File: config.mk
export PLATFORM = sky130hd
export DESIGN_NAME = usb_ep0_control_responder
export DESIGN_NICKNAME = d
export VERILOG_FILES = /design/src/sv/ep0_pkg.sv /design/src/sv/usb_ep0_control_responder.sv /design/src/sv/ep0_core.sv /design/src/sv/ep0_result_fifo.sv
export SDC_FILE = /design/constraint.sdc
export NUM_CORES = 1
export LEC_CHECK = 0
export ABC_AREA = 1
export BUFFER_PORTS_ARGS = -buffer_cell sky130_fd_sc_hd__buf_2
export CAP_MARGIN = 20
export CORE_AREA = 2 2 175 177
export DETAILED_ROUTE_END_ITERATION = 10
export DIE_AREA = 0 0 177 179
export GPL_TIMING_DRIVEN = 0
export PLACE_DENSITY = 0.55
export SYNTH_ARGS = -nofsm -noshare
export SYNTH_HDL_FRONTEND = slang
export SYNTH_HIERARCHICAL = 1
export SYNTH_SLANG_ARGS = --single-unit
File: constraint.sdc
create_clock -name clk -period 9 [get_ports clk]
set_input_delay 1.8 -clock clk [delete_from_list [all_inputs] [get_ports clk]]
set_output_delay 1.8 -clock clk [all_outputs]
set_load 0.1 [all_outputs]
File: src/sv/ep0_pkg.sv
`default_nettype none

package ep0_pkg;

  localparam int MAX_PACKET      = 8;
  localparam int NUM_DESCRIPTORS = 6;
  localparam int DIR_SIZE        = 6;
  localparam int DIR_SEARCH      = (NUM_DESCRIPTORS < DIR_SIZE) ? NUM_DESCRIPTORS : DIR_SIZE;
  localparam int LEN_W           = 7;
  localparam int FIFO_DEPTH      = 4;

  typedef enum logic [2:0] {
    OP_BUS_RESET = 3'd0,
    OP_SETUP     = 3'd1,
    OP_IN        = 3'd2,
    OP_OUT       = 3'd3,
    OP_SOF       = 3'd4
  } op_t;

  localparam logic [15:0] REQ_SET_ADDRESS  = 16'h0500;
  localparam logic [15:0] REQ_SET_CONFIG   = 16'h0900;
  localparam logic [15:0] REQ_GET_DESC_DEV = 16'h0680;
  localparam logic [15:0] REQ_GET_DESC_IF  = 16'h0681;

  localparam logic [15:0] LANG_NONE  = 16'h0000;
  localparam logic [15:0] LANG_EN_US = 16'h0409;

  localparam logic [15:0] DIR_VALUE [DIR_SIZE] = '{
    16'h0100, 16'h0200, 16'h0300, 16'h0301, 16'h0302, 16'h2200
  };
  localparam logic [15:0] DIR_INDEX [DIR_SIZE] = '{
    LANG_NONE, LANG_NONE, LANG_NONE, LANG_EN_US, LANG_EN_US, LANG_NONE
  };
  localparam logic [LEN_W-1:0] DIR_LEN [DIR_SIZE] = '{
    7'd18, 7'd34, 7'd4, 7'd26, 7'd36, 7'd52
  };

  typedef struct packed {
    logic [2:0]  op;
    logic [15:0] request_word;
    logic [15:0] setup_value;
    logic [15:0] setup_index;
    logic [15:0] setup_length;
  } item_t;

  typedef struct packed {
    logic       arm_tx;
    logic       tx_bank;
    logic       tx_data1;
    logic [3:0] tx_count;
    logic [2:0] tx_descriptor;
    logic [5:0] tx_offset;
    logic       stall_res;
    logic       address_write;
    logic [6:0] new_address;
    logic       rx_rearm;
    logic       last;
  } result_t;

  typedef struct packed {
    logic [1:0] beats;
    result_t    beat0;
    result_t    beat1;
  } push_t;

endpackage

`default_nettype wire

File: src/sv/usb_ep0_control_responder.sv
`default_nettype none

// Control endpoint 0 responder. Each token event (bus reset, SETUP, IN, OUT, start of
// frame) gives zero, one or two result beats; a get-descriptor reply arms up to two
// packets and the rest goes out on later IN tokens. An item is taken every cycle as long
// as results drain: it is held in the input register, is decoded in one pass
// against the endpoint state, and its beats enter a four-beat result queue, from which
// the output sends one beat per cycle while result_stall is low. The input stalls
// while an item waits in the input register and the queue holds more than two beats.
module usb_ep0_control_responder
  import ep0_pkg::*;
(
  input  wire logic    clk,
  input  wire logic    rst,
  input  wire logic    item_valid,
  output logic         item_stall,
  input  wire item_t   item,
  output logic         result_valid,
  input  wire logic    result_stall,
  output result_t      result
);

  logic  in_full;
  item_t in_q;
  logic  room;
  logic  fire;
  push_t push;

  assign fire       = in_full && room;
  assign item_stall = in_full && !room;

  always_ff @(posedge clk) begin
    if (rst) begin
      in_full <= 1'b0;
    end else if (!item_stall) begin
      in_full <= item_valid;
    end
  end

  always_ff @(posedge clk) begin
    if (item_valid && !item_stall) begin
      in_q <= item;
    end
  end

  ep0_core u_core (
    .clk  (clk),
    .rst  (rst),
    .fire (fire),
    .item (in_q),
    .push (push)
  );

  ep0_result_fifo u_fifo (
    .clk          (clk),
    .rst          (rst),
    .push         (push),
    .room         (room),
    .result_valid (result_valid),
    .result_stall (result_stall),
    .result       (result)
  );

endmodule

`default_nettype wire

File: src/sv/ep0_core.sv
`default_nettype none

module ep0_core
  import ep0_pkg::*;
(
  input  wire logic  clk,
  input  wire logic  rst,
  input  wire logic  fire,
  input  wire item_t item,
  output push_t      push
);

  logic             bank_odd, bank_odd_next;
  logic             data_toggle, data_toggle_next;
  logic             pending_valid, pending_valid_next;
  logic [2:0]       pending_descriptor, pending_descriptor_next;
  logic [5:0]       pending_offset, pending_offset_next;
  logic [5:0]       pending_remaining, pending_remaining_next;
  logic             address_pending, address_pending_next;
  logic [6:0]       held_address, held_address_next;

  logic             is_set_addr, is_set_cfg, is_get_desc;
  logic             found;
  logic [2:0]       hit_idx;
  logic [LEN_W-1:0] hit_len;
  logic [2:0]       desc;
  logic [LEN_W-1:0] desc_len, cut, size0, rem1, size1, rem2;
  logic             two, more;
  logic [LEN_W-1:0] in_size;
  logic [5:0]       in_rem;

  function automatic logic [LEN_W-1:0] chunk(input logic [LEN_W-1:0] len);
    return (len > LEN_W'(MAX_PACKET)) ? LEN_W'(MAX_PACKET) : len;
  endfunction

  assign is_set_addr = (item.request_word == REQ_SET_ADDRESS);
  assign is_set_cfg  = (item.request_word == REQ_SET_CONFIG);
  assign is_get_desc = (item.request_word == REQ_GET_DESC_DEV) ||
                       (item.request_word == REQ_GET_DESC_IF);

  always_comb begin
    found   = 1'b0;
    hit_idx = '0;
    hit_len = '0;
    for (int i = DIR_SEARCH - 1; i >= 0; i--) begin
      if (DIR_VALUE[i] == item.setup_value && DIR_INDEX[i] == item.setup_index) begin
        found   = 1'b1;
        hit_idx = 3'(i);
        hit_len = DIR_LEN[i];
      end
    end
  end

  assign desc     = is_get_desc ? hit_idx : 3'd0;
  assign desc_len = is_get_desc ? hit_len : '0;
  assign cut      = (item.setup_length < 16'(desc_len)) ? item.setup_length[LEN_W-1:0]
                                                        : desc_len;
  assign size0    = chunk(cut);
  assign rem1     = cut - size0;
  assign two      = !(rem1 == '0 && size0 < LEN_W'(MAX_PACKET));
  assign size1    = chunk(rem1);
  assign rem2     = rem1 - size1;
  assign more     = !(rem2 == '0 && size1 < LEN_W'(MAX_PACKET));

  assign in_size  = chunk({1'b0, pending_remaining});
  assign in_rem   = pending_remaining - 6'(in_size);

  always_comb begin
    bank_odd_next           = bank_odd;
    data_toggle_next        = data_toggle;
    pending_valid_next      = pending_valid;
    pending_descriptor_next = pending_descriptor;
    pending_offset_next     = pending_offset;
    pending_remaining_next  = pending_remaining;
    address_pending_next    = address_pending;
    held_address_next       = held_address;
    push                    = '0;
    if (fire) begin
      case (op_t'(item.op))
        OP_BUS_RESET: begin
          bank_odd_next                = 1'b0;
          pending_valid_next           = 1'b0;
          pending_descriptor_next      = '0;
          pending_offset_next          = '0;
          pending_remaining_next       = '0;
          address_pending_next         = 1'b0;
          held_address_next            = '0;
          push.beats                   = 2'd1;
          push.beat0.address_write     = 1'b1;
          push.beat0.rx_rearm          = 1'b1;
          push.beat0.last              = 1'b1;
        end
        OP_SETUP: begin
          pending_valid_next      = 1'b0;
          pending_descriptor_next = '0;
          pending_offset_next     = '0;
          pending_remaining_next  = '0;
          address_pending_next    = 1'b0;
          data_toggle_next        = 1'b1;
          push.beat0.rx_rearm     = 1'b1;
          if (is_set_addr || is_set_cfg || (is_get_desc && found)) begin
            push.beats               = two ? 2'd2 : 2'd1;
            push.beat0.arm_tx        = 1'b1;
            push.beat0.tx_bank       = bank_odd;
            push.beat0.tx_data1      = 1'b1;
            push.beat0.tx_count      = 4'(size0);
            push.beat0.tx_descriptor = desc;
            push.beat0.last          = !two;
            bank_odd_next            = two ? bank_odd : ~bank_odd;
            data_toggle_next         = two;
            if (two) begin
              push.beat1.arm_tx        = 1'b1;
              push.beat1.tx_bank       = ~bank_odd;
              push.beat1.tx_data1      = 1'b0;
              push.beat1.tx_count      = 4'(size1);
              push.beat1.tx_descriptor = desc;
              push.beat1.tx_offset     = 6'(size0);
              push.beat1.last          = 1'b1;
              if (more) begin
                pending_valid_next      = 1'b1;
                pending_descriptor_next = desc;
                pending_offset_next     = 6'(size0 + size1);
                pending_remaining_next  = 6'(rem2);
              end
            end
            if (is_set_addr) begin
              address_pending_next = 1'b1;
              held_address_next    = item.setup_value[6:0];
            end
          end else begin
            push.beats           = 2'd1;
            push.beat0.stall_res = 1'b1;
            push.beat0.last      = 1'b1;
          end
        end
        OP_IN: begin
          if (pending_valid || address_pending) begin
            push.beats      = 2'd1;
            push.beat0.last = 1'b1;
          end
          if (pending_valid) begin
            push.beat0.arm_tx        = 1'b1;
            push.beat0.tx_bank       = bank_odd;
            push.beat0.tx_data1      = data_toggle;
            push.beat0.tx_count      = 4'(in_size);
            push.beat0.tx_descriptor = pending_descriptor;
            push.beat0.tx_offset     = pending_offset;
            bank_odd_next            = ~bank_odd;
            data_toggle_next         = ~data_toggle;
            pending_offset_next      = pending_offset + 6'(in_size);
            pending_remaining_next   = in_rem;
            pending_valid_next       = (in_rem != '0) || (in_size == LEN_W'(MAX_PACKET));
          end
          if (address_pending) begin
            push.beat0.address_write = 1'b1;
            push.beat0.new_address   = held_address;
            address_pending_next     = 1'b0;
          end
        end
        OP_OUT: begin
          push.beats          = 2'd1;
          push.beat0.rx_rearm = 1'b1;
          push.beat0.last     = 1'b1;
        end
        default: begin
        end
      endcase
    end
  end

  always_ff @(posedge clk) begin
    if (rst) begin
      bank_odd           <= 1'b0;
      data_toggle        <= 1'b0;
      pending_valid      <= 1'b0;
      pending_descriptor <= '0;
      pending_offset     <= '0;
      pending_remaining  <= '0;
      address_pending    <= 1'b0;
      held_address       <= '0;
    end else begin
      bank_odd           <= bank_odd_next;
      data_toggle        <= data_toggle_next;
      pending_valid      <= pending_valid_next;
      pending_descriptor <= pending_descriptor_next;
      pending_offset     <= pending_offset_next;
      pending_remaining  <= pending_remaining_next;
      address_pending    <= address_pending_next;
      held_address       <= held_address_next;
    end
  end

endmodule

`default_nettype wire

File: src/sv/ep0_result_fifo.sv
`default_nettype none

module ep0_result_fifo
  import ep0_pkg::*;
(
  input  wire logic    clk,
  input  wire logic    rst,
  input  wire push_t   push,
  output logic         room,
  output logic         result_valid,
  input  wire logic    result_stall,
  output result_t      result
);

  localparam int PTR_W = $clog2(FIFO_DEPTH);
  localparam int CNT_W = $clog2(FIFO_DEPTH + 1);

  result_t           mem [FIFO_DEPTH];
  logic [PTR_W-1:0]  wr_ptr, rd_ptr;
  logic [CNT_W-1:0]  count;
  logic              pop;

  assign pop          = result_valid && !result_stall;
  assign result_valid = (count != '0);
  assign result       = mem[rd_ptr];
  assign room         = (count <= CNT_W'(FIFO_DEPTH - 2));

  always_ff @(posedge clk) begin
    if (push.beats != 2'd0) begin
      mem[wr_ptr] <= push.beat0;
    end
    if (push.beats == 2'd2) begin
      mem[wr_ptr + PTR_W'(1)] <= push.beat1;
    end
  end

  always_ff @(posedge clk) begin
    if (rst) begin
      wr_ptr <= '0;
      rd_ptr <= '0;
      count  <= '0;
    end else begin
      wr_ptr <= wr_ptr + PTR_W'(push.beats);
      rd_ptr <= rd_ptr + PTR_W'(pop);
      count  <= count + CNT_W'(push.beats) - CNT_W'(pop);
    end
  end

  a_no_overflow: assert property (@(posedge clk) disable iff (rst)
    ({1'b0, count} + (CNT_W+1)'(push.beats)) <= (CNT_W+1)'(FIFO_DEPTH))
    else $error("result queue overflow");

  a_push_needs_room: assert property (@(posedge clk) disable iff (rst)
    (push.beats != 2'd0) |-> room)
    else $error("beat pushed without room");

  a_pop_drains: assert property (@(posedge clk) disable iff (rst)
    (pop && push.beats == 2'd0) |=> (count == $past(count) - CNT_W'(1)))
    else $error("queue count did not drop on pop");

endmodule

`default_nettype wire

== Yosys cells after proc, flatten, opt, wreduce, memory -nomap -nowiden ==
Memories as Yosys holds them, arrays and structs flattened. A register that Yosys moved wholly into a read port is not among the register bits.
Cells that the tools add are included.
Cells by class
  shifts and indexed selects: 0
  $mul: 0
  magnitude comparators: 7
  reduce and logical (&&, ||, !) cells: 43
  div/mod/pow operators: 0
  $add $sub $neg: 10
  multiplexer cells: 86
  equal/unequal tests: 20
  bitwise operators: 2
Operators by type and width (number)
  two-way mux 6 bit: 17
  == test 10 x 16 -> 1 bit, first input constant: 4
  two-way mux 16 bit: 4
  == test 16 x 11 -> 1 bit, second input constant: 3
  two-way mux 45 bit: 1
  two-way mux 7 bit: 6
  one-hot mux 6 bit (3 select lines): 2
  two-way mux 1 bit: 31
  two-way mux 3 bit: 10
  one-hot mux 10 bit (2 select lines): 1
  == test 11 x 16 -> 1 bit, first input constant: 1
  == test 14 x 16 -> 1 bit, first input constant: 1
  == test 16 x 12 -> 1 bit, second input constant: 1
  == test 9 x 16 -> 1 bit, first input constant: 1
  zero test 16 bit: 1
  less-than comparator 16 x 7 -> 1 bit: 1
  greater-than comparator 7 x 4 -> 1 bit, second input constant: 2
  zero test 7 bit: 2
  less-than comparator 7 x 4 -> 1 bit, second input constant: 2
  one-hot mux 7 bit (2 select lines): 1
  subtractor 7 bit: 2
  logical AND 1 bit: 13
  adder 6 bit: 2
  two-way mux 10 bit: 1
  32 further kinds: 58
Storage, ports and cells
  bits in latches: 0
  input bits: 71
  register bits: 101
  RAM bits: 108
  memories kept: 1
  ROM bits: 0
Memories
  u_fifo.mem: depth 4, bits a word 27, read ports 1, clocked after memory_dff 1, write ports 2, RTL line ep0_result_fifo.sv:18  | result_t mem [FIFO_DEPTH];

== Logic depth before layout (Yosys ltp) ==
Gate-level depths: netlist of the first run.
  depth in word-level cells: 23
  mapped depth: 39
  mapped depth without buffers: 37

== By module ==
The synthesis of the first run kept the hierarchy.
Modules (own cells, without submodules)
  ep0_result_fifo: instances 1, area each 6054.6 um^2, cells an instance 584
  ep0_core: instances 1, area each 3678.5 um^2, cells an instance 642
  usb_ep0_control_responder: instances 1, area each 2068.2 um^2, cells an instance 76

== Worst setup path before layout of the first run ==
Ideal clock, no wire load.
  path kind: register -> register
  from: reg in_q[63] (netlist name)
  to: mem u_fifo/mem[0][0] (netlist name) (enable)
  setup slack: 2.259 ns
  path buffers: 2
  clock period less this slack: 6.741 ns
  stages on the path, launching flop included: 31
  setup time: 0.452 ns
  required time: 8.548 ns
  arrival: 6.288 ns
  cell sequence: edfxtp_1 nor2_1 nand2_1 nor3_1 inv_1 nor4_4 nand2_1 inv_1 nand2_1 ha_1 a21oi_1 nand3_1 nor4_4 nand2_4 buf_6 nand2_1 nand2_2 nor2_4 nand2_4 nand2_1 ha_1 a21oi_2 nand3_1 inv_2 nand3_2 inv_1 o21ai_0 a41oi_1 buf_4 nor2_1 o31ai_1
RTL lines
  start, declared: RTL line usb_ep0_control_responder.sv:24  | item_t in_q;
  start signal, assigned: RTL line usb_ep0_control_responder.sv:42  | in_q <= item;
  end, declared: RTL line ep0_result_fifo.sv:18

==> reports/qor.log, run 1 <==
[yosys] dominant synthesized flop cell sky130_fd_sc_hd__edfxtp_1
[power] Power Density 207 nW/µm²
[sta] final period demand of the worst path 6540 ps
[cts] Resized Gates After CTS 0
[drt] Post-route DRC 0
[yosys] number of flops mapped to enable cells by yosys 175
[power] worst ir drop on vdd 0.000131 V
[setup_path] Slowest Stage Delay on Critical Path 570 ps
[sta] transition at the pin with the smallest max-transition slack 873 ps
[grt] pin count of the biggest net entering global routing 37
[yosys] Synth warnings 6
[drt] detailed-route vias per instance 4.88
[drt] drt pass-1 iters 5
[yosys] commonest cells in the synthesized netlist 277 x sky130_fd_sc_hd__nand2_1, 175 x sky130_fd_sc_hd__edfxtp_1, 147 x sky130_fd_sc_hd__nor2_1
[sta] share of the clock period used by the worst path after layout 72.7%
[placement] Buffers on Ports 99
[cts] H-tree depth 1
[setup_path] endpoint required time on the critical path 9250 ps
[drt] count of routing violations after the opening detailed-route iteration 700
[die] IO Pins 100
[cts] clock insertion delay at the later pin of the skew report 540 ps
[grt] antenna violations before repair 3
[cts] clock tree buffer depth 3
[setup_path] Setup CP Type reg2reg
[placement] HPWL reported at the end of detailed placement 22700 µm
[yosys] netlist area before placement 11800 µm²
[final_layout] share of layout cells above drive strength 1 24.8%
[yosys] asr flop ratio synth 0%
[drt] DR WL/cell 16.2 µm
[sta] endpoints failing setup 0
[sta] crit path setup slack, layout 2460 ps
[die] Starting Density 39.3%
[yosys] share of Yosys cell area claimed by the top area cell type 44.5%
[placement] global placer's final weighted congestion 0.896
[yosys] Syn Inst Count 1302
[yosys] most frequently used cell type in the post-synthesis netlist sky130_fd_sc_hd__nand2_1
[die] die outline height 179 µm
[drt] number of nets with antenna violations after routing 0
[yosys] cell type contributing the most total cell area after synthesis sky130_fd_sc_hd__edfxtp_1
[yosys] distinct cell type count after synthesis 60
[power] Static Leak 5.40 nW
[die] Die W 177 µm
[yosys] flops & latches, synth 209
[cts] CTS tree done
[drt] overall via count from detail_route 9139
[worst_hold_path] hold crit path type reg2reg
[final_layout] synthesis-to-layout area growth 18.7%
[final_layout] number of antenna diodes 0
[die] Placeable Area 30000 µm²
[setup_path] most numerous cell on the critical path sky130_fd_sc_hd__nand2_1
[cts] clock root buffer sky130_fd_sc_hd__clkbuf_16
[grt] remaining global-route overflow 0
[setup_path] Critical Path Source Type flop
[sta] Final Hold Slack 463 ps
[sta] Final Hold Viols 0
[yosys] proportion of synthesized chip area in sequential cells 50.3%
[die] number of placement rows 64
[sta] setup clock skew after layout 24.4 ps
[cts] CTS buffer count 25
[final_layout] Layout Nets 1550
[setup_path] Worst setup EP type flop
[sta] max_slew headroom 41.7%
[cts] number of sinks driven by the clock tree 209
[sta] max-slew violation total from the final report 0
[cts] number of buffers added for setup after CTS 0
[drt] overall routed net length 30300 µm
[cts] Hold Buf Count CTS 0
[yosys] top area cells in the synthesized netlist sky130_fd_sc_hd__edfxtp_1 45%, sky130_fd_sc_hd__nand2_1 8.8%, sky130_fd_sc_hd__o21ai_2 6.4%
[setup_path] Critical Path Slowest Stage Cell sky130_fd_sc_hd__o31ai_4
[grt] first-pass GRT wire length 47900 µm
[placement] Post-Place Setup Slack 2400 ps
[die] full die area 31700 µm²
[grt] number of global-route vias before repair 8861
[sta] setup repair after global routing missed its margin false
[grt] overall global routing resource usage 19.5%
[setup_path] largest fanout of any net on the critical path 11
[yosys] Avg Synthesized Cell Area 9.06 µm²
[sta] setup tns final 0 ps
[power] Final Power 2.90 mW
[cts] register clock-pin slew on the reported worst setup and hold paths 60 ps
[sta] timing-limited maximum frequency 153 MHz
[setup_path] data arrival time at the worst-slack endpoint 6790 ps
[outcome] status completed
[flow_run] max capacitance violation total 0
[power breakdown]
group	switching [mW]	leakage [nW]	internal, mW
registers	0.0205	1.85	1.09
logic	0.571	3.11	0.128
clock network	0.410	0.437	0.682
[state kept, by name, indices dropped and copies added (netlist names), 2 cells and up]
signal                     flops
u_fifo/count                   3
u_fifo/rd_ptr                  2
in_q                          67
u_fifo/wr_ptr                  2
u_core/pending_remaining       6
u_fifo/mem                   108
u_core/pending_offset          6
u_core/held_address            7
u_core/pending_descriptor      3
[per-layer routing]
layer,share of wire (%),vias up,wire (µm),global-route usage (%)
li1,-,4680,-,-
met1,44,4140,13300,25.3
met2,47,255,14200,33.0
met3,6.1,58,1860,3.67
met4,2.9,6,891,5.82
met5,0.14,-,41,0
[logic make-up after synthesis]
family,share of synthesized area (%)
and+or+nand+nor,21.2
AOI/OAI and AO/OA,16.0
buffers and inverters,9.18
DFF,50.3
adders and majority gates,2.63
xor gates and xnor gates,0.520
other,0.0636
muxes,0.0848
[stage by stage]
stage	cell area, µm²	util (%)	std cells
floorplan	11900	-	1321
global placement	12900	42.8	1816
detailed placement	13100	43.6	1825
CTS	14000	46.6	1871
global route	14000	46.6	1871
finish	14000	46.6	1871
[layout by cell type, fill, tap and decap left out, drive strengths merged, types with 5 or more instances in the layout]
master    n
dfxtp    34
nor4      8
clkbuf   46
inv     161
conb     21
nor3     12
nor2    159
a22oi     8
ha       20
a21oi    43
o22ai    27
nand4    12
nand2   301
nand3    51
o21ai   187
bufinv    5
clkinv   10
edfxtp  175
buf     154
[critical path: cells and delay by family, from the launching register on]
kind / cells / cell delay [ps]
buffers and inverters: 8 / 1120
and+or+nand+nor: 17 / 2730
DFF: 1 / 410
adders and majority gates: 2 / 590
AOI/OAI and AO/OA: 5 / 1390
[final timing paths]
kind | start | end | slack [ps] | depth (start not counted)
max | in_q[37] | u_fifo/mem[1][10] | 2460 | 32
min | u_core/pending_offset[5] | u_core/pending_offset[5] | 460 | 2
min reg2reg | u_core/pending_offset[5] | u_core/pending_offset[5] | 460 | 2
max reg2reg | in_q[37] | u_fifo/mem[1][10] | 2460 | 32
[area by class of cell]
| class | instances | area (µm²) |
|---|---|---|
| clock inverters | 15 | 225 |
| well taps | 396 | 495 |
| multi-input cells | 888 | 4910 |
| fillers | 2912 | 16000 |
| flip-flops and latches | 209 | 5940 |
| clock buffers | 31 | 678 |
| plain buffers | 61 | 467 |
| repair buffers | 108 | 673 |
| inverters | 163 | 617 |
Power figures use the tool's default switching activity.
==> inputs of run 2 (changes only) <==
--- a/config.mk
+++ b/config.mk
@@ -5,12 +5,12 @@
 export SDC_FILE = /design/constraint.sdc
 export NUM_CORES = 1
 export LEC_CHECK = 0
-export ABC_AREA = 1
+export ABC_AREA = 0
 export BUFFER_PORTS_ARGS = -buffer_cell sky130_fd_sc_hd__buf_2
 export CAP_MARGIN = 20
-export CORE_AREA = 2 2 175 177
+export CORE_AREA = 2 2 170 172
 export DETAILED_ROUTE_END_ITERATION = 10
-export DIE_AREA = 0 0 177 179
+export DIE_AREA = 0 0 172 174
 export GPL_TIMING_DRIVEN = 0
 export PLACE_DENSITY = 0.55
 export SYNTH_ARGS = -nofsm -noshare
==> constraint.sdc (replaced) <==
create_clock -name clk -period 6.2 [get_ports clk]
set_input_delay 1.24 -clock clk [delete_from_list [all_inputs] [get_ports clk]]
set_output_delay 1.24 -clock clk [all_outputs]
set_load 0.1 [all_outputs]
==> run 2 against run 1 <==
Effect of this change: sequential power is 46% higher; critical endpoint is now u_fifo/mem[2][7]; clock skew is 12 ps lower; register-to-register slack worse by 2100 ps; routed wire length shrank 12%; non-clock buffer count rose by 11; count of clock-buffer cells in the layout increased by 4; largest cell class unchanged; largest power group unchanged; synthesized cell count shrank 34%; design area is 3.8% lower.
==> reports/qor.log, run 2 <==
[sta] setup tns final 0 ps [unchanged]
[final_layout] final design utilization 47.7% [was 46.6%]
[placement] global placer's final weighted congestion 0.871 [was 0.896]
[sta] max_slew headroom 41.0% [was 41.7%]
[cts] clock tree buffer depth 3 [unchanged]
[drt] number of nets with antenna violations after routing 0 [unchanged]
[die] Die W 172 µm [was 177 µm]
[yosys] share of the synthesized netlist area taken by xor and xnor gates 1.26% [was 0.520%]
[yosys] most frequently used cell type in the post-synthesis netlist sky130_fd_sc_hd__edfxtp_1 [was sky130_fd_sc_hd__nand2_1]
[setup_path] worst reg-to-reg setup slack 320 ps [was 2460 ps]
[yosys] Avg Synthesized Cell Area 12.8 µm² [was 9.06 µm²]
[power] clock share of power 37.8% [was 37.7%]
[power] Final Power 3.92 mW [was 2.90 mW]
[grt] antenna violations before repair 5 [was 3]
[cts] CTS tree done [unchanged]
[placement] Buffers on Ports 99 [unchanged]
[yosys] asr flop ratio synth 0% [unchanged]
[power] net switching fraction of the power 30.8% [was 34.6%]
[final_layout] Finished Cell Area 13500 µm² [was 14000 µm²]
[drt] drt pass-1 iters 5 [unchanged]
[worst_hold_path] hold path startpoint u_core/held_address[3] [was u_core/pending_offset[5]]
[placement] placed inst area 12300 µm² [was 13100 µm²]
[grt] number of global-route vias before repair 7504 [was 8861]
[outcome] status completed [unchanged]
[drt] Post-route DRC 0 [unchanged]
[yosys] dominant synthesized flop cell sky130_fd_sc_hd__edfxtp_1 [unchanged]
[drt] detailed-route vias per instance 5.18 [was 4.88]
[yosys] proportion of synthesized chip area in sequential cells 53.6% [was 50.3%]
[drt] overall routed net length 26600 µm [was 30300 µm]
[yosys] netlist area before placement 11100 µm² [was 11800 µm²]
[sta] share of the clock period used by the worst path after layout 94.9% [was 72.7%]
[yosys] proportion of synthesized area in mux cells 16.6% [was 0.0848%]
[power] worst ir drop on vdd 0.000201 V [was 0.000131 V]
[sta] max-slew violation total from the final report 0 [unchanged]
[setup_path] Crit Reg-Reg Startpoint in_q[16] [was in_q[37]]
[sta] transition at the pin with the smallest max-transition slack 878 ps [was 873 ps]
[power] NetSw 1.21 mW [was 1.00 mW]
[setup_path] Crit Reg-Reg Endpoint u_fifo/mem[2][7] [was u_fifo/mem[1][10]]
[worst_hold_path] worst hold path cell count 2 [unchanged]
[final_layout] final instance count without filler cells 1439 [was 1871]
[cts] H-tree depth 1 [unchanged]
[final_layout] share of layout cells above drive strength 1 36.5% [was 24.8%]
[yosys] top area cells in the synthesized netlist sky130_fd_sc_hd__edfxtp_1 47%, sky130_fd_sc_hd__mux2_2 11%, sky130_fd_sc_hd__dfxtp_1 6.1% [was sky130_fd_sc_hd__edfxtp_1 45%, sky130_fd_sc_hd__nand2_1 8.8%, sky130_fd_sc_hd__o21ai_2 6.4%]
[setup_path] startpoint of the most critical setup path in_q[16] [was in_q[37]]
[drt] count of routing violations after the opening detailed-route iteration 436 [was 700]
[sta] final period demand of the worst path 5880 ps [was 6540 ps]
[die] IO Pins 100 [unchanged]
[power] Power Density 291 nW/µm² [was 207 nW/µm²]
[yosys] cell type contributing the most total cell area after synthesis sky130_fd_sc_hd__edfxtp_1 [unchanged]
[power] Power Internal 2.71 mW [was 1.90 mW]
[sta] endpoints failing setup 0 [unchanged]
[drt] overall via count from detail_route 7457 [was 9139]
[grt] remaining global-route overflow 0 [unchanged]
[cts] register clock-pin slew on the reported worst setup and hold paths 60 ps [about the same]
[grt] pin count of the biggest net entering global routing 33 [was 37]
[final_layout] number of flip-flops in the largest register 108 [unchanged]
[setup_path] Worst setup EP type flop [unchanged]
[yosys] post-synthesis simple-gate area fraction 14.1% [was 21.2%]
[sta] setup clock skew after layout 11.9 ps [was 24.4 ps]
[final_layout] Layout Nets 1129 [was 1550]
[yosys] Syn Inst Count 864 [was 1302]
[power] Static Leak 5.02 nW [was 5.40 nW]
[setup_path] Critical Path Source Type flop [unchanged]
[yosys] Synth warnings 6 [unchanged]
[sta] Final Hold Viols 0 [unchanged]
[setup_path] endpoint required time on the critical path 6430 ps [was 9250 ps]
[placement] # placed instances 1373 [was 1825]
[worst_hold_path] hold crit path type reg2reg [unchanged]
[yosys] share of Yosys cell area claimed by the top area cell type 47.4% [was 44.5%]
[power] sequential share of power 41.3% [was 38.2%]
[yosys] area share of fa/ha/maj cells after synthesis 2.80% [was 2.63%]
[setup_path] Setup CP Type reg2reg [unchanged]
[setup_path] data arrival time at the worst-slack endpoint 6110 ps [was 6790 ps]
[final_layout] largest register by flop count u_fifo/mem [unchanged]
[cts] CTS buffer count 25 [unchanged]
[final_layout] most common cell after layout, fill and taps aside sky130_fd_sc_hd__edfxtp_1 [was sky130_fd_sc_hd__nand2_1]
[placement] Post-Place Setup Slack -1010 ps [was 2400 ps]
[cts] number of sinks driven by the clock tree 209 [unchanged]
[die] Starting Density 39.2% [was 39.3%]
[drt] DR WL/cell 18.5 µm [was 16.2 µm]
[die] Placeable Area 28200 µm² [was 30000 µm²]
[die] die outline height 174 µm [was 179 µm]
[sta] crit path setup slack, layout 316 ps [was 2460 ps]
[die] full die area 29900 µm² [was 31700 µm²]
[yosys] commonest cells in the synthesized netlist 175 x sky130_fd_sc_hd__edfxtp_1, 105 x sky130_fd_sc_hd__mux2_2, 55 x sky130_fd_sc_hd__nor2_1 [was 277 x sky130_fd_sc_hd__nand2_1, 175 x sky130_fd_sc_hd__edfxtp_1, 147 x sky130_fd_sc_hd__nor2_1]
[sta] Final Hold Slack 447 ps [was 463 ps]
[yosys] flops & latches, synth 209 [unchanged]
[power] part of the total power dissipated in combinational logic 20.8% [was 24.1%]
[yosys] number of flops mapped to enable cells by yosys 175 [unchanged]
[final_layout] fill count 2649 [was 2912]
[die] number of placement rows 62 [was 64]
[worst_hold_path] worst hold endpoint u_core/held_address[3] [was u_core/pending_offset[5]]
[placement] HPWL reported at the end of detailed placement 19000 µm [was 22700 µm]
[final_layout] synthesis-to-layout area growth 21.6% [was 18.7%]
[yosys] distinct cell type count after synthesis 85 [was 60]
[yosys] combinational family with the most area after synthesis multiplexers [was simple AND/OR/NAND/NOR gates]
[flow_run] max capacitance violation total 0 [unchanged]
[setup_path] largest fanout of any net on the critical path 11 [unchanged]
[setup_path] number of cells on the worst reg-to-reg path 26 [was 32]
[cts] clock root buffer sky130_fd_sc_hd__clkbuf_16 [unchanged]
[cts] clock insertion delay at the later pin of the skew report 530 ps [was 540 ps]
[yosys] post-synthesis compound-gate area fraction 8.05% [was 16.0%]
[sta] setup repair after global routing missed its margin false [unchanged]
[final_layout] highest-count cells in the layout ignoring fill and taps 175 x sky130_fd_sc_hd__edfxtp_1, 105 x sky130_fd_sc_hd__buf_2, 105 x sky130_fd_sc_hd__mux2_2 [was 277 x sky130_fd_sc_hd__nand2_1, 175 x sky130_fd_sc_hd__edfxtp_1, 147 x sky130_fd_sc_hd__nor2_1]
[sta] timing-limited maximum frequency 170 MHz [was 153 MHz]
[final_layout] leading registers by flop count u_fifo/mem: 108 flops, in_q: 67 flops, u_core/held_address: 7 flops [unchanged]
[grt] first-pass GRT wire length 41400 µm [was 47900 µm]
[grt] overall global routing resource usage 17.9% [was 19.5%]
## run 2: cell types whose count changed after synthesis, sizes merged, moves of 23 or more
| cell | delta |
|---|---|
| nand2 | -260 |
| o21ai | -173 |
| inv | -141 |
| mux2 | +108 |
| nor2 | -101 |
| nand3 | -32 |
| mux4 | +27 |
| o22ai | -25 |
| nor3 | +23 |
## run 2: worst max-delay path by stage
stage          slack, ps           endpoint  cells after the start
4_1_cts               10  u_fifo/mem[0][10]                     26
3_5_place_dp       -1010  u_fifo/mem[0][15]                     27
2_1_floorplan         20   u_fifo/mem[1][0]                     24
6_report             320   u_fifo/mem[2][7]                     26
3_3_place_gp       -2280  u_fifo/mem[2][15]                     22
5_1_grt               10   u_fifo/mem[2][7]                     28
## run 2: critical path, stage by stage (launching register included)
cell and delay (ps):
sky130_fd_sc_hd__edfxtp_1 410, sky130_fd_sc_hd__or4_1 530, sky130_fd_sc_hd__buf_2 200, sky130_fd_sc_hd__nor4_4 350, sky130_fd_sc_hd__o21bai_4 190, sky130_fd_sc_hd__nand3_2 130
sky130_fd_sc_hd__ha_1 320, sky130_fd_sc_hd__nand2_1 60, sky130_fd_sc_hd__and4_4 180, sky130_fd_sc_hd__o211a_1 110, sky130_fd_sc_hd__buf_4 160, sky130_fd_sc_hd__a21o_1 190
sky130_fd_sc_hd__buf_4 170, sky130_fd_sc_hd__o31ai_2 280, sky130_fd_sc_hd__nand2_1 140, sky130_fd_sc_hd__ha_2 400, sky130_fd_sc_hd__nor3_4 80, sky130_fd_sc_hd__a21oi_1 210
sky130_fd_sc_hd__nor2_2 70, sky130_fd_sc_hd__buf_4 170, sky130_fd_sc_hd__nand2b_4 170, sky130_fd_sc_hd__nor3b_2 180, sky130_fd_sc_hd__buf_6 200, sky130_fd_sc_hd__buf_6 190
sky130_fd_sc_hd__o21bai_4 160, sky130_fd_sc_hd__buf_4 160, sky130_fd_sc_hd__buf_12 150
## run 2: timing repair
| item | 4_1_cts | 5_1_grt |
|---|---|---|
| hold buffers | 0 | 0 |
| pin swaps | 3 | 8 |
| gates resized for setup | 17 | 16 |
| endpoints found under the hold margin | 0 | 0 |
| cloned | 1 | 0 |
| buffers inserted | 4 | 19 |
| endpoints found under the setup margin | 218 | 199 |
## run 2: cells by family after synthesis
| kind of cell | count (synthesis) |
|---|---|
| XOR/XNOR | 16 |
| AND/OR/NAND/NOR | 276 |
| multiplexers | 136 |
| AO/OA/AOI/OAI | 128 |
| adder cells (fa/ha/maj) | 23 |
| buffers and inverters | 74 |
| other | 2 |
| flip-flops | 209 |
## run 2: final cells by class
cell class / instances / area, µm² / share of cell area, %
diodes: 1 / 2.50 / 0.0186
plain buffers: 50 / 327 / 2.42
clock buffers: 35 / 734 / 5.45
clock inverters: 11 / 116 / 0.863
inverters: 19 / 73.8 / 0.548
multi-input cells: 600 / 4980 / 36.9
flip-flops and latches: 209 / 5940 / 44.0
well taps: 384 / 480 / 3.56
repair buffers: 130 / 831 / 6.16
## run 2: per-layer routing
layer  vias to the layer above  share of wire (%)  track usage, %
met5                         -               0.12               0
met4                         6                2.6            4.76
met3                        51                5.2            3.35
met2                       203                 48            29.9
met1                      3578                 45            23.8
li1                       3619                  -               -
## run 2: power groups by stage
stage	sequential [mW]	combinational, mW	clock (mW)
finish	1.62	0.816	1.48
global route	1.63	0.866	1.57
CTS	1.62	0.816	1.52
detailed placement	1.65	0.816	0
global placement	1.65	0.802	0
floorplan	1.64	0.668	0
